[src/hdl/nvsa_pkg.sv]
// Shared types and constants for the note voice slot allocator.
// No dependencies; imported by nvsa_cell and the top level.
package nvsa_pkg;

   localparam int NOTE_W  = 7;
   localparam int VEL_W   = 7;
   localparam int SLOT_W  = 3;
   localparam int COUNT_W = 8;

   localparam logic CMD_NOTE_ON  = 1'b0;
   localparam logic CMD_NOTE_OFF = 1'b1;

   localparam logic [COUNT_W-1:0] COUNT_MAX = '1;

   typedef logic [NOTE_W-1:0]  note_type;
   typedef logic [COUNT_W-1:0] count_type;

   // search token handed from cell to cell
   typedef struct packed {
      logic active;
      logic found;
   } probe_type;

   // table update broadcast to all cells
   typedef struct packed {
      logic wr;
      logic rel;
   } upd_type;

endpackage

[src/hdl/nvsa_cell.sv]
// One voice slot of the allocator chain: note, released mark, search stage.
// Depends on nvsa_pkg.
module nvsa_cell #(
   parameter int IDX_W      = 3,
   parameter int CELL_INDEX = 0
) (
   input  logic                clock,
   input  logic                reset,
   input  nvsa_pkg::note_type  key,
   input  nvsa_pkg::probe_type probe_in,
   input  logic [IDX_W-1:0]    idx_in,
   output nvsa_pkg::probe_type probe_out,
   output logic [IDX_W-1:0]    idx_out,
   input  nvsa_pkg::upd_type   upd,
   input  logic [IDX_W-1:0]    upd_idx
);
   import nvsa_pkg::*;

   localparam logic [IDX_W-1:0] MY_IDX = IDX_W'(CELL_INDEX);

   note_type         note_ff, note_in;
   logic             released_ff, released_in;
   probe_type        probe_ff, probe_in_nx;
   logic [IDX_W-1:0] idx_ff, idx_in_nx;
   logic             match;
   logic             sel;

   assign match = !released_ff && (note_ff == key);
   assign sel   = (upd_idx == MY_IDX);

   always_comb begin
      note_in     = note_ff;
      released_in = released_ff;
      if (upd.wr && sel) begin
         note_in     = key;
         released_in = 1'b0;
      end else if (upd.rel && sel) begin
         released_in = 1'b1;
      end
   end

   always_comb begin
      probe_in_nx.active = probe_in.active;
      probe_in_nx.found  = probe_in.found || match;
      idx_in_nx          = probe_in.found ? idx_in : MY_IDX;
   end

   always_ff @(posedge clock) begin
      if (reset) begin
         note_ff     <= '0;
         released_ff <= 1'b1;
         probe_ff    <= '0;
      end else begin
         note_ff     <= note_in;
         released_ff <= released_in;
         probe_ff    <= probe_in_nx;
      end
      idx_ff <= idx_in_nx;
   end

   assign probe_out = probe_ff;
   assign idx_out   = idx_ff;

endmodule

[src/hdl/note_voice_slot_allocator_top.sv]
// Note voice slot allocator top level: chain of slot cells plus control.
// Depends on nvsa_pkg and nvsa_cell.
//
// Usage:
//   req_*  : one note event per request. tuser = command (0 on, 1 off),
//            tdata = note, velocity.
//   rsp_*  : one result per event. tuser = changed, tdata = slot, count.
//   A search token walks the chain of VOICES cells, one cell per cycle,
//   looking for the lowest unreleased slot with the event's note. The
//   control then writes the slot at the round-robin pointer or releases
//   the slot found, and loads the result register.
//   The request is registered, then the token passes each cell register,
//   then the search result is registered and the result issued. One request
//   at a time: req_tready is high only while the control is idle.
//   A result waiting in the output register does not block the next
//   request; a new result waits in the control until rsp_tready frees the
//   register.
//   Reset: all slots released, notes, pointer and count zero, no result
//   pending. Synchronous, active high.
module note_voice_slot_allocator_top #(
   parameter int VOICES = 8
) (
   input  logic        clock,
   input  logic        reset,
   input  logic        req_tvalid,
   output logic        req_tready,
   input  logic [15:0] req_tdata,   // [6:0] note, [13:7] velocity, [15:14] zero
   input  logic [0:0]  req_tuser,   // [0] command
   output logic        rsp_tvalid,
   input  logic        rsp_tready,
   output logic [15:0] rsp_tdata,   // [2:0] slot, [10:3] voice_count, [15:11] zero
   output logic [0:0]  rsp_tuser    // [0] changed
);
   import nvsa_pkg::*;

   localparam int IDX_W = (VOICES > 1) ? $clog2(VOICES) : 1;
   localparam logic [IDX_W-1:0] LAST_IDX = IDX_W'(VOICES - 1);

   localparam logic [1:0] S_IDLE   = 2'd0;
   localparam logic [1:0] S_SCAN   = 2'd1;
   localparam logic [1:0] S_FINISH = 2'd2;

   logic [1:0]       state_ff, state_in;
   logic             start_ff, start_in;
   logic             cmd_ff;
   note_type         key_ff;
   logic [VEL_W-1:0] vel_ff;
   logic             found_ff;
   logic [IDX_W-1:0] hit_ff;
   logic [IDX_W-1:0] ptr_ff, ptr_in;
   count_type        count_ff, count_in;
   logic             rsp_valid_ff, rsp_valid_in;
   logic             rsp_changed_ff, rsp_changed_in;
   logic [SLOT_W-1:0] rsp_slot_ff, rsp_slot_in;
   count_type        rsp_count_ff;

   probe_type        probe [VOICES+1];
   logic [IDX_W-1:0] idx   [VOICES+1];
   upd_type          upd;
   logic [IDX_W-1:0] upd_idx;

   logic             accept;
   logic             out_free;
   logic             finish;
   logic             is_on;
   logic [IDX_W+SLOT_W-1:0] slot_wide;

   assign accept   = req_tvalid && req_tready;
   assign out_free = !rsp_valid_ff || rsp_tready;
   assign finish   = (state_ff == S_FINISH) && out_free;
   assign is_on    = (cmd_ff == CMD_NOTE_ON) && (vel_ff != '0);

   assign probe[0] = '{active: start_ff, found: 1'b0};
   assign idx[0]   = '0;

   for (genvar g = 0; g < VOICES; g++) begin : g_cell
      nvsa_cell #(
         .IDX_W      (IDX_W),
         .CELL_INDEX (g)
      ) u_cell (
         .clock     (clock),
         .reset     (reset),
         .key       (key_ff),
         .probe_in  (probe[g]),
         .idx_in    (idx[g]),
         .probe_out (probe[g+1]),
         .idx_out   (idx[g+1]),
         .upd       (upd),
         .upd_idx   (upd_idx)
      );
   end

   always_comb begin
      state_in       = state_ff;
      start_in       = 1'b0;
      ptr_in         = ptr_ff;
      count_in       = count_ff;
      rsp_valid_in   = rsp_valid_ff && !rsp_tready;
      rsp_changed_in = rsp_changed_ff;
      rsp_slot_in    = rsp_slot_ff;
      upd            = '0;
      upd_idx        = hit_ff;
      slot_wide      = '0;
      unique case (state_ff)
         S_IDLE: begin
            if (accept) begin
               state_in = S_SCAN;
               start_in = 1'b1;
            end
         end
         S_SCAN: begin
            if (probe[VOICES].active) begin
               state_in = S_FINISH;
            end
         end
         S_FINISH: begin
            if (out_free) begin
               state_in       = S_IDLE;
               rsp_valid_in   = 1'b1;
               rsp_changed_in = 1'b0;
               rsp_slot_in    = '0;
               if (is_on) begin
                  if (!found_ff) begin
                     upd.wr         = 1'b1;
                     upd_idx        = ptr_ff;
                     ptr_in         = (ptr_ff == LAST_IDX) ? '0 : ptr_ff + 1'b1;
                     count_in       = (count_ff == COUNT_MAX) ? count_ff : count_ff + 1'b1;
                     rsp_changed_in = 1'b1;
                     slot_wide      = {{SLOT_W{1'b0}}, ptr_ff};
                     rsp_slot_in    = slot_wide[SLOT_W-1:0];
                  end
               end else if (found_ff) begin
                  upd.rel        = 1'b1;
                  count_in       = (count_ff == '0) ? count_ff : count_ff - 1'b1;
                  rsp_changed_in = 1'b1;
                  slot_wide      = {{SLOT_W{1'b0}}, hit_ff};
                  rsp_slot_in    = slot_wide[SLOT_W-1:0];
               end
            end
         end
         default: begin
            state_in = S_IDLE;
         end
      endcase
   end

   always_ff @(posedge clock) begin
      if (reset) begin
         state_ff     <= S_IDLE;
         start_ff     <= 1'b0;
         ptr_ff       <= '0;
         count_ff     <= '0;
         rsp_valid_ff <= 1'b0;
      end else begin
         state_ff     <= state_in;
         start_ff     <= start_in;
         ptr_ff       <= ptr_in;
         count_ff     <= count_in;
         rsp_valid_ff <= rsp_valid_in;
      end
      if (accept) begin
         cmd_ff <= req_tuser[0];
         key_ff <= req_tdata[NOTE_W-1:0];
         vel_ff <= req_tdata[NOTE_W+VEL_W-1:NOTE_W];
      end
      if (probe[VOICES].active) begin
         found_ff <= probe[VOICES].found;
         hit_ff   <= idx[VOICES];
      end
      if (finish) begin
         rsp_changed_ff <= rsp_changed_in;
         rsp_slot_ff    <= rsp_slot_in;
         rsp_count_ff   <= count_in;
      end
   end

   assign req_tready   = (state_ff == S_IDLE);
   assign rsp_tvalid   = rsp_valid_ff;
   assign rsp_tuser[0] = rsp_changed_ff;
   assign rsp_tdata    = {5'b0, rsp_count_ff, rsp_slot_ff};

`ifndef SYNTHESIS
   a_tail_in_scan: assert property (@(posedge clock) disable iff (reset)
      probe[VOICES].active |-> (state_ff == S_SCAN))
      else $error("search token left the chain outside a scan");

   a_count_hold: assert property (@(posedge clock) disable iff (reset)
      !finish |=> $stable(count_ff))
      else $error("voice count changed outside result issue");

   a_nochange_slot: assert property (@(posedge clock) disable iff (reset)
      (rsp_tvalid && !rsp_tuser[0]) |-> (rsp_tdata[2:0] == 3'd0))
      else $error("unchanged result reports a nonzero slot");
`endif

endmodule
[config.mk]
export PLATFORM = sky130hd
export DESIGN_NAME = note_voice_slot_allocator_top
export DESIGN_NICKNAME = d
export VERILOG_FILES = /design/src/hdl/nvsa_pkg.sv /design/src/hdl/nvsa_cell.sv /design/src/hdl/note_voice_slot_allocator_top.sv
export SDC_FILE = /design/constraint.sdc
export NUM_CORES = 1
export LEC_CHECK = 0
export ABC_CLOCK_PERIOD_IN_PS = 5500
export BUFFER_PORTS_ARGS = -buffer_cell sky130_fd_sc_hd__clkbuf_2
export CORE_ASPECT_RATIO = 0.9
export CORE_MARGIN = 10
export CORE_UTILIZATION = 25
export DETAILED_ROUTE_END_ITERATION = 8
export GPL_ROUTABILITY_DRIVEN = 0
export PLACE_DENSITY = 0.49
export SETUP_SLACK_MARGIN = 0.3
export SLEW_MARGIN = 20
export SYNTH_ARGS = -nofsm -noshare
export SYNTH_HDL_FRONTEND = slang
export SYNTH_HIERARCHICAL = 1
export SYNTH_SLANG_ARGS = --single-unit
[constraint.sdc]
create_clock -name clock -period 5.5 [get_ports clock]
set_input_delay 1.1 -clock clock [delete_from_list [all_inputs] [get_ports clock]]
set_output_delay 1.1 -clock clock [all_outputs]
set_load 0.05 [all_outputs]
Word-level counts from Yosys, hierarchy flattened
Cells that the tools add are included.

Flip-flop bits (word level): 147. Bits in latches: 0. Bits in writable memories: 0. Bits in read-only memories: 0. Output and inout bits: 19. Memories kept: 0.

$add $sub $neg: 3. $mul: 0. Div/mod/pow operators: 0. Magnitude comparators: 0. Equal/unequal tests: 22. Shifts and indexed selects: 0. Multiplexer cells: 46. Bitwise operators: 3. Reduce and logical (&&, ||, !) cells: 62.

Operator list (count): == test 7 bit (8); two-way mux 8 bit (7); logical AND 1 bit (28); two-way mux 1 bit (25); two-way mux 3 bit (8); nonzero test 2 bit (8); == test 3 bit, second input constant (5); zero test 1 bit (10); two-way mux 2 bit (5); adder 8 x 1 -> 8 bit, second input constant (1); == test 8 bit, second input constant (1); zero test 8 bit (1); logical OR 1 bit (8); subtractor 8 x 1 -> 8 bit, second input constant (1); nonzero test 7 bit (1); == test 3 x 2 -> 1 bit, second input constant (2); one-hot mux 2 bit (3 select lines) (1); AND reduction 3 bit (2); != test 2 x 1 -> 1 bit, second input constant (2); AND reduction 4 bit (1); adder 3 x 1 -> 3 bit, second input constant (1); == test 3 x 1 -> 1 bit, second input constant (1); zero test 3 bit (1); inverter 1 bit (3); other kinds (5) (5).

Longest topological paths before layout
Word-level depth: 9. Depth in mapped cells: 10. Gate-level depth less buffers: 8.

Cells and area by module
Netlist, hierarchy kept.

Modules (own cells, without submodules): note_voice_slot_allocator_top (times used 1, cells each 200, area each 2248.4 sq um); nvsa_cell (g_cell[0].u_cell ...) (times used 3, cells each 49, area each 516.7 sq um); nvsa_cell (g_cell[3].u_cell ...) (times used 3, cells each 49, area each 515.5 sq um); nvsa_cell (g_cell[4].u_cell) (times used 1, cells each 49, area each 514.2 sq um); nvsa_cell (g_cell[7].u_cell) (times used 1, cells each 56, area each 503.0 sq um).

Worst setup path before layout
OpenSTA, ideal clock, no wires.

Path kind: input-to-reg. From: in rsp_tready. To: reg g_cell[0].u_cell.note_ff[0]. Library setup time: 127 ps. Arrival: 2918 ps. Data required time: 5373 ps. Slack: 2455 ps. Stages on the path: 9. Buffers on the path: 1. Path through: nand2b_1 nand2_2 inv_1 nand3_1 mux2_2 nor4b_2 buf_6 mux2i_1 nor2_1.

Longest elaborated chain between the ends: 5. Elaborated cells on any way between the ends: 7. Those cells by class: mux: 4; reduce/logical: 3.

Ends and longest elaborated chain: start: declaration (line note_voice_slot_allocator_top.sv:30) `input logic rsp_tready,`; logical OR 1 bit (line note_voice_slot_allocator_top.sv:69) `assign out_free = !rsp_valid_ff || rsp_tready;`; two-way mux 3 bit (line note_voice_slot_allocator_top.sv:117) `if (out_free) begin`; two-way mux 3 bit (line note_voice_slot_allocator_top.sv:104) `unique case (state_ff)`; net upd_idx[1] (line note_voice_slot_allocator_top.sv:60) `logic [IDX_W-1:0] upd_idx;`; zero test 3 bit (line nvsa_cell.sv:29) `assign sel = (upd_idx == MY_IDX);`; logical AND 1 bit (line nvsa_cell.sv:34) `if (upd.wr && sel) begin`; end signal: assignment (line nvsa_cell.sv:54) `note_ff <= note_in;`; end: declaration (line nvsa_cell.sv:21) `note_type note_ff, note_in;`.

The timed path passes the listed nets, and every way through them passes these cells. A chain may end at the register's enable or synchronous reset.

Worst setup path after layout
From: in rsp_tready. To: reg g_cell[5].u_cell.note_ff[1].

Longest elaborated chain between the ends: 5. Elaborated cells on any way between the ends: 7. Those cells by class: eq/ne: 1; mux: 4; reduce/logical: 2.

Ends and longest elaborated chain (line): logical OR 1 bit (note_voice_slot_allocator_top.sv:69); two-way mux 3 bit (note_voice_slot_allocator_top.sv:117); two-way mux 3 bit (note_voice_slot_allocator_top.sv:104); net upd_idx[1] (note_voice_slot_allocator_top.sv:60); == test 3 bit (nvsa_cell.sv:29); logical AND 1 bit (nvsa_cell.sv:34); end signal: assignment (nvsa_cell.sv:54); end: declaration (nvsa_cell.sv:21).

The timed path passes the listed nets, and every way through them passes these cells.

==> results_tabular.tex <==
\begin{tabular}{lr}
\hline
Metric & Value \\
\hline
\multicolumn{2}{l}{\textbf{Synth}} \\
\quad Synth Flop Type & sky130\_fd\_sc\_hd\_\_dfxtp\_1 \\
\quad Proportion of netlist area held by the largest area contributor & 37.4\% \\
\quad Share of flip-flops with an asynchronous set or reset after synthesis & 0\% \\
\quad Synth Area per Inst & 10.6 um\^{}2 \\
\quad Top cell type by total area after synthesis & sky130\_fd\_sc\_hd\_\_dfxtp\_1 \\
\quad Post-synth EDFFs & 31 \\
\quad Part of the Yosys area used for sequential elements & 52.1\% \\
\quad Post-Syn Instances & 599 \\
\quad Netlist area before placement & 0.00636 mm\^{}2 \\
\quad Yosys warns & 6 \\
\quad Leading post-synthesis cells by cell area & sky130\_fd\_sc\_hd\_\_dfxtp\_1 37\%, sky130\_fd\_sc\_hd\_\_edfxtp\_1 15\%, sky130\_fd\_sc\_hd\_\_mux2i\_1 7.7\% \\
\quad Synth unique cells & 57 \\
\quad Number of synthesized register bits & 150 \\
\multicolumn{2}{l}{\textbf{Critical path}} \\
\quad Register-to-register path setup slack & 2.50 ns \\
\quad Worst setup path class & in -> reg \\
\quad Top delay family on crit path & simple AND/OR/NAND/NOR gates \\
\quad Arrival time reported for the critical path endpoint & 3.45 ns \\
\quad Cell type of the slowest stage on the worst timing path & sky130\_fd\_sc\_hd\_\_nand4b\_1 \\
\quad Critical path required time & 5.78 ns \\
\quad R2R Path End & g\_cell[5].u\_cell/note\_ff[1] \\
\quad Critical Path Start Type & input pin \\
\quad Launch instance of the worst register-to-register path & state\_ff[1] \\
\quad Cells traversed along the worst timing path & clkbuf\_2, nand2b\_1, nand2\_2, inv\_1, nand3\_1, mux2\_2, nand4b\_1, mux2i\_1, nor2\_1 \\
\quad Number of cells on the worst reg-to-reg path & 8 \\
\quad WP buf/inv & 2 \\
\quad Type of element capturing the critical path & register \\
\quad Critical-path maximum fanout & 17 \\
\quad Max stage delay on crit path & 0.59 ns \\
\multicolumn{2}{l}{\textbf{Power}} \\
\quad Highest ir drop seen on vdd & 0.175 mV \\
\quad Leakage & 0.00274 uW \\
\quad Total power density per cell area & 337 mW/mm\^{}2 \\
\multicolumn{2}{l}{\textbf{Floorplanning}} \\
\quad Number of rows created at floorplan & 55 \\
\quad Vertical extent of the die & 171 um \\
\quad Total core area & 0.0251 mm\^{}2 \\
\quad Die W & 188 um \\
\quad Ports placed on the boundary & 40 \\
\quad Initial standard-cell utilization of the core & 25.3\% \\
\quad Die Outline Area & 0.0322 mm\^{}2 \\
\multicolumn{2}{l}{\textbf{Route}} \\
\quad Routed vias & 4249 \\
\quad DRC & 0 \\
\quad Routed vias/inst & 4.30 \\
\quad DRT Pass-1 Iters & 4 \\
\quad Number of antenna-violating nets in the routed design & 0 \\
\quad Iter 0 DRT Violations & 271 \\
\quad Average detailed-routed wire length per instance & 13.1 um \\
\quad Routed wire length & 13000 um \\
\multicolumn{2}{l}{\textbf{Timing}} \\
\quad Worst Clk Skew & 0.00772 ns \\
\quad Peak Freq & 0.315 GHz \\
\quad Setup repair after global routing missed its margin & no \\
\quad Post-route minimum period & 3.18 ns \\
\quad Total negative slack for setup checks & 0 ns \\
\quad Worst-margin pin slew & 0.821 ns \\
\quad Final count of negative-setup-slack endpoints & 0 \\
\quad Final Hold Violating Endpoints & 0 \\
\quad Worst slew margin relative to its limit & 45.2\% \\
\quad Pins Over Slew Limit & 0 \\
\quad Final critical-path share of the clock period & 57.8\% \\
\multicolumn{2}{l}{\textbf{Layout}} \\
\quad N\_diodes & 0 \\
\quad Net count of the finished layout & 662 \\
\quad Register cell area after layout & 0.00331 mm\^{}2 \\
\quad Leading cell type in the layout, fill and taps excluded & sky130\_fd\_sc\_hd\_\_dfxtp\_1 \\
\quad Commonest cells after routing, fill and taps aside & 119 x sky130\_fd\_sc\_hd\_\_dfxtp\_1, 70 x sky130\_fd\_sc\_hd\_\_nor2\_1, 56 x sky130\_fd\_sc\_hd\_\_xnor2\_1 \\
\quad Fraction of final layout cells with drive strength greater than 1 & 13.6\% \\
\quad Growth of design area from synthesis to finish & 17.5\% \\
\quad Area taken by multi-input logic gates & 0.00280 mm\^{}2 \\
\quad Post-route cell area & 0.00748 mm\^{}2 \\
\quad Fill cells & 2646 \\
\multicolumn{2}{l}{\textbf{CTS}} \\
\quad TritonCTS sink count & 150 \\
\quad H-tree depth & 4 \\
\quad Cts bufs inserted & 17 \\
\quad Register clock-pin slew on the reported worst setup and hold paths & 0.06 ns \\
\quad Clk root buf & sky130\_fd\_sc\_hd\_\_clkbuf\_16 \\
\quad \# hold bufs at CTS & 0 \\
\quad Clock Latency Late Sink & 0.42 ns \\
\quad TritonCTS clock tree & built \\
\quad Post-cts sizing count & 0 \\
\quad CTS max path bufs & 2 \\
\quad Number of post-CTS setup repair buffers & 0 \\
\multicolumn{2}{l}{\textbf{Run status}} \\
\quad Result of the run & finished, final reports clean \\
\multicolumn{2}{l}{\textbf{Global route}} \\
\quad Total routing resource utilization after global routing & 8.30\% \\
\quad First-pass GRT wire length & 21400 um \\
\quad Initial antenna violation count & 0 \\
\quad Vias in the first global route & 4009 \\
\quad Residual overflow from global routing & 0 \\
\quad Maximum number of pins on one net before global-route repair & 69 \\
\multicolumn{2}{l}{\textbf{Placement}} \\
\quad Area after detailed placement & 0.00681 mm\^{}2 \\
\quad HPWL after detailed placement & 8360 um \\
\quad Number of port buffers & 32 \\
\multicolumn{2}{l}{\textbf{Job}} \\
\quad Max cap viols & 0 \\
\multicolumn{2}{l}{\textbf{Hold path}} \\
\quad Cell depth of the worst hold path & 0 \\
\quad Hold Path Sink & hit\_ff[0] \\
\quad Type of the tightest min-delay check & reg -> reg \\
\quad Start point of the worst hold path & g\_cell[7].u\_cell/idx\_out[0] \\
\hline
\end{tabular}
-- layout make-up --
cell class	instances	area share (%)
multi-input cells	411	37.5
well taps	342	5.72
clock inverters	9	1.61
inverters	18	0.903
repair buffers	36	2.58
clock buffers	23	7.40
flip-flops and latches	150	44.3
-- flip-flops by register name (all words and copies together), names as in the netlist --
name / flops
rsp_tvalid: 1
rsp_count_ff: 8
vel_ff: 7
g_cell.u_cell/probe_out: 16
hit_ff: 3
g_cell.u_cell/idx_out: 24
cmd_ff: 1
g_cell.u_cell/released_ff: 8
found_ff: 1
key_ff: 7
count_ff: 8
ptr_ff: 3
rsp_slot_ff: 3
rsp_tuser: 1
g_cell.u_cell/note_ff: 56
state_ff: 2
start_ff: 1
-- synthesized netlist by cell type, types with 3 or more instances --
master                       n
sky130_fd_sc_hd__nor2b_1    10
sky130_fd_sc_hd__nand4_1    20
sky130_fd_sc_hd__a21oi_1    24
sky130_fd_sc_hd__dfxtp_1   119
sky130_fd_sc_hd__o21ai_0     9
sky130_fd_sc_hd__buf_4       9
sky130_fd_sc_hd__a32o_1      3
sky130_fd_sc_hd__nor3b_1     3
sky130_fd_sc_hd__mux2_2      4
sky130_fd_sc_hd__o21bai_1    5
sky130_fd_sc_hd__nor2_1     70
sky130_fd_sc_hd__nand3_1    12
sky130_fd_sc_hd__nand2_1    21
sky130_fd_sc_hd__mux2i_1    49
sky130_fd_sc_hd__edfxtp_1   31
sky130_fd_sc_hd__nor3_1      6
sky130_fd_sc_hd__nand4b_1    4
sky130_fd_sc_hd__and2_1     16
sky130_fd_sc_hd__and4b_2     4
sky130_fd_sc_hd__a22o_1      3
sky130_fd_sc_hd__inv_1      18
sky130_fd_sc_hd__ha_1        7
sky130_fd_sc_hd__and3_1      5
sky130_fd_sc_hd__clkbuf_1   12
sky130_fd_sc_hd__nand2b_1   18
sky130_fd_sc_hd__o22ai_1    10
sky130_fd_sc_hd__xnor2_1    56
sky130_fd_sc_hd__a31oi_1     3
sky130_fd_sc_hd__nor4_1      7
sky130_fd_sc_hd__buf_6       9
-- report_power, final --
group / internal [uW] / switching (uW)
combinational: 27.8 / 41.7
clock: 811 / 482
sequential: 1130 / 22.7
-- worst max path at each step --
| stage | start | end | slack (ns) | cells past startpoint |
|---|---|---|---|---|
| finish | rsp_tready | g_cell[5].u_cell/note_ff[1] | 2.32 | 9 |
| global route | rsp_tready | g_cell[3].u_cell/note_ff[1] | 2.09 | 9 |
| CTS | rsp_tready | g_cell[5].u_cell/note_ff[1] | 2.32 | 9 |
| detailed placement | rsp_tready | g_cell[5].u_cell/note_ff[1] | 1.88 | 9 |
| global placement | rsp_tready | g_cell[6].u_cell/note_ff[2] | 1.88 | 9 |
| floorplan | rsp_tready | g_cell[0].u_cell/note_ff[0] | 2.46 | 9 |
-- cells by family after synthesis --
group | count (synthesis) | synth area share [%]
xor+xnor | 56 | 7.71
simple gates | 210 | 18.2
flops | 150 | 52.1
fa+ha+maj | 7 | 1.38
buf+inv | 49 | 4.50
other cells | 1 | 0.0589
compound gates | 73 | 7.67
mux | 53 | 8.42
-- stage by stage --
step | hold WS [ns] | total power [uW] | cells | utilization, % | setup slack, ns
finish | 0.398 | 2520 | 989 | 29.8 | 2.32
global route | 0.410 | 2610 | 989 | 29.8 | 2.09
detailed placement | 0.389 | 1250 | 957 | 27.1 | 1.88
global placement | 0.391 | 1250 | 957 | 27.1 | 1.88
floorplan | 0.386 | 1230 | 610 | - | 2.46
CTS | 0.400 | 2550 | 989 | 29.8 | 2.32
-- per-layer routing --
layer / part of all wire (%) / wire (um) / up-vias / GRT usage (%)
li1: - / - / 2166 / -
met3: 3.9 / 509 / 9 / 2.57
met2: 43 / 5540 / 76 / 12.1
met4: 1.2 / 157 / 0 / 3.06
met5: 0 / 0 / - / 0
met1: 52 / 6760 / 1998 / 11.3
Power figures use the tool's default switching activity.
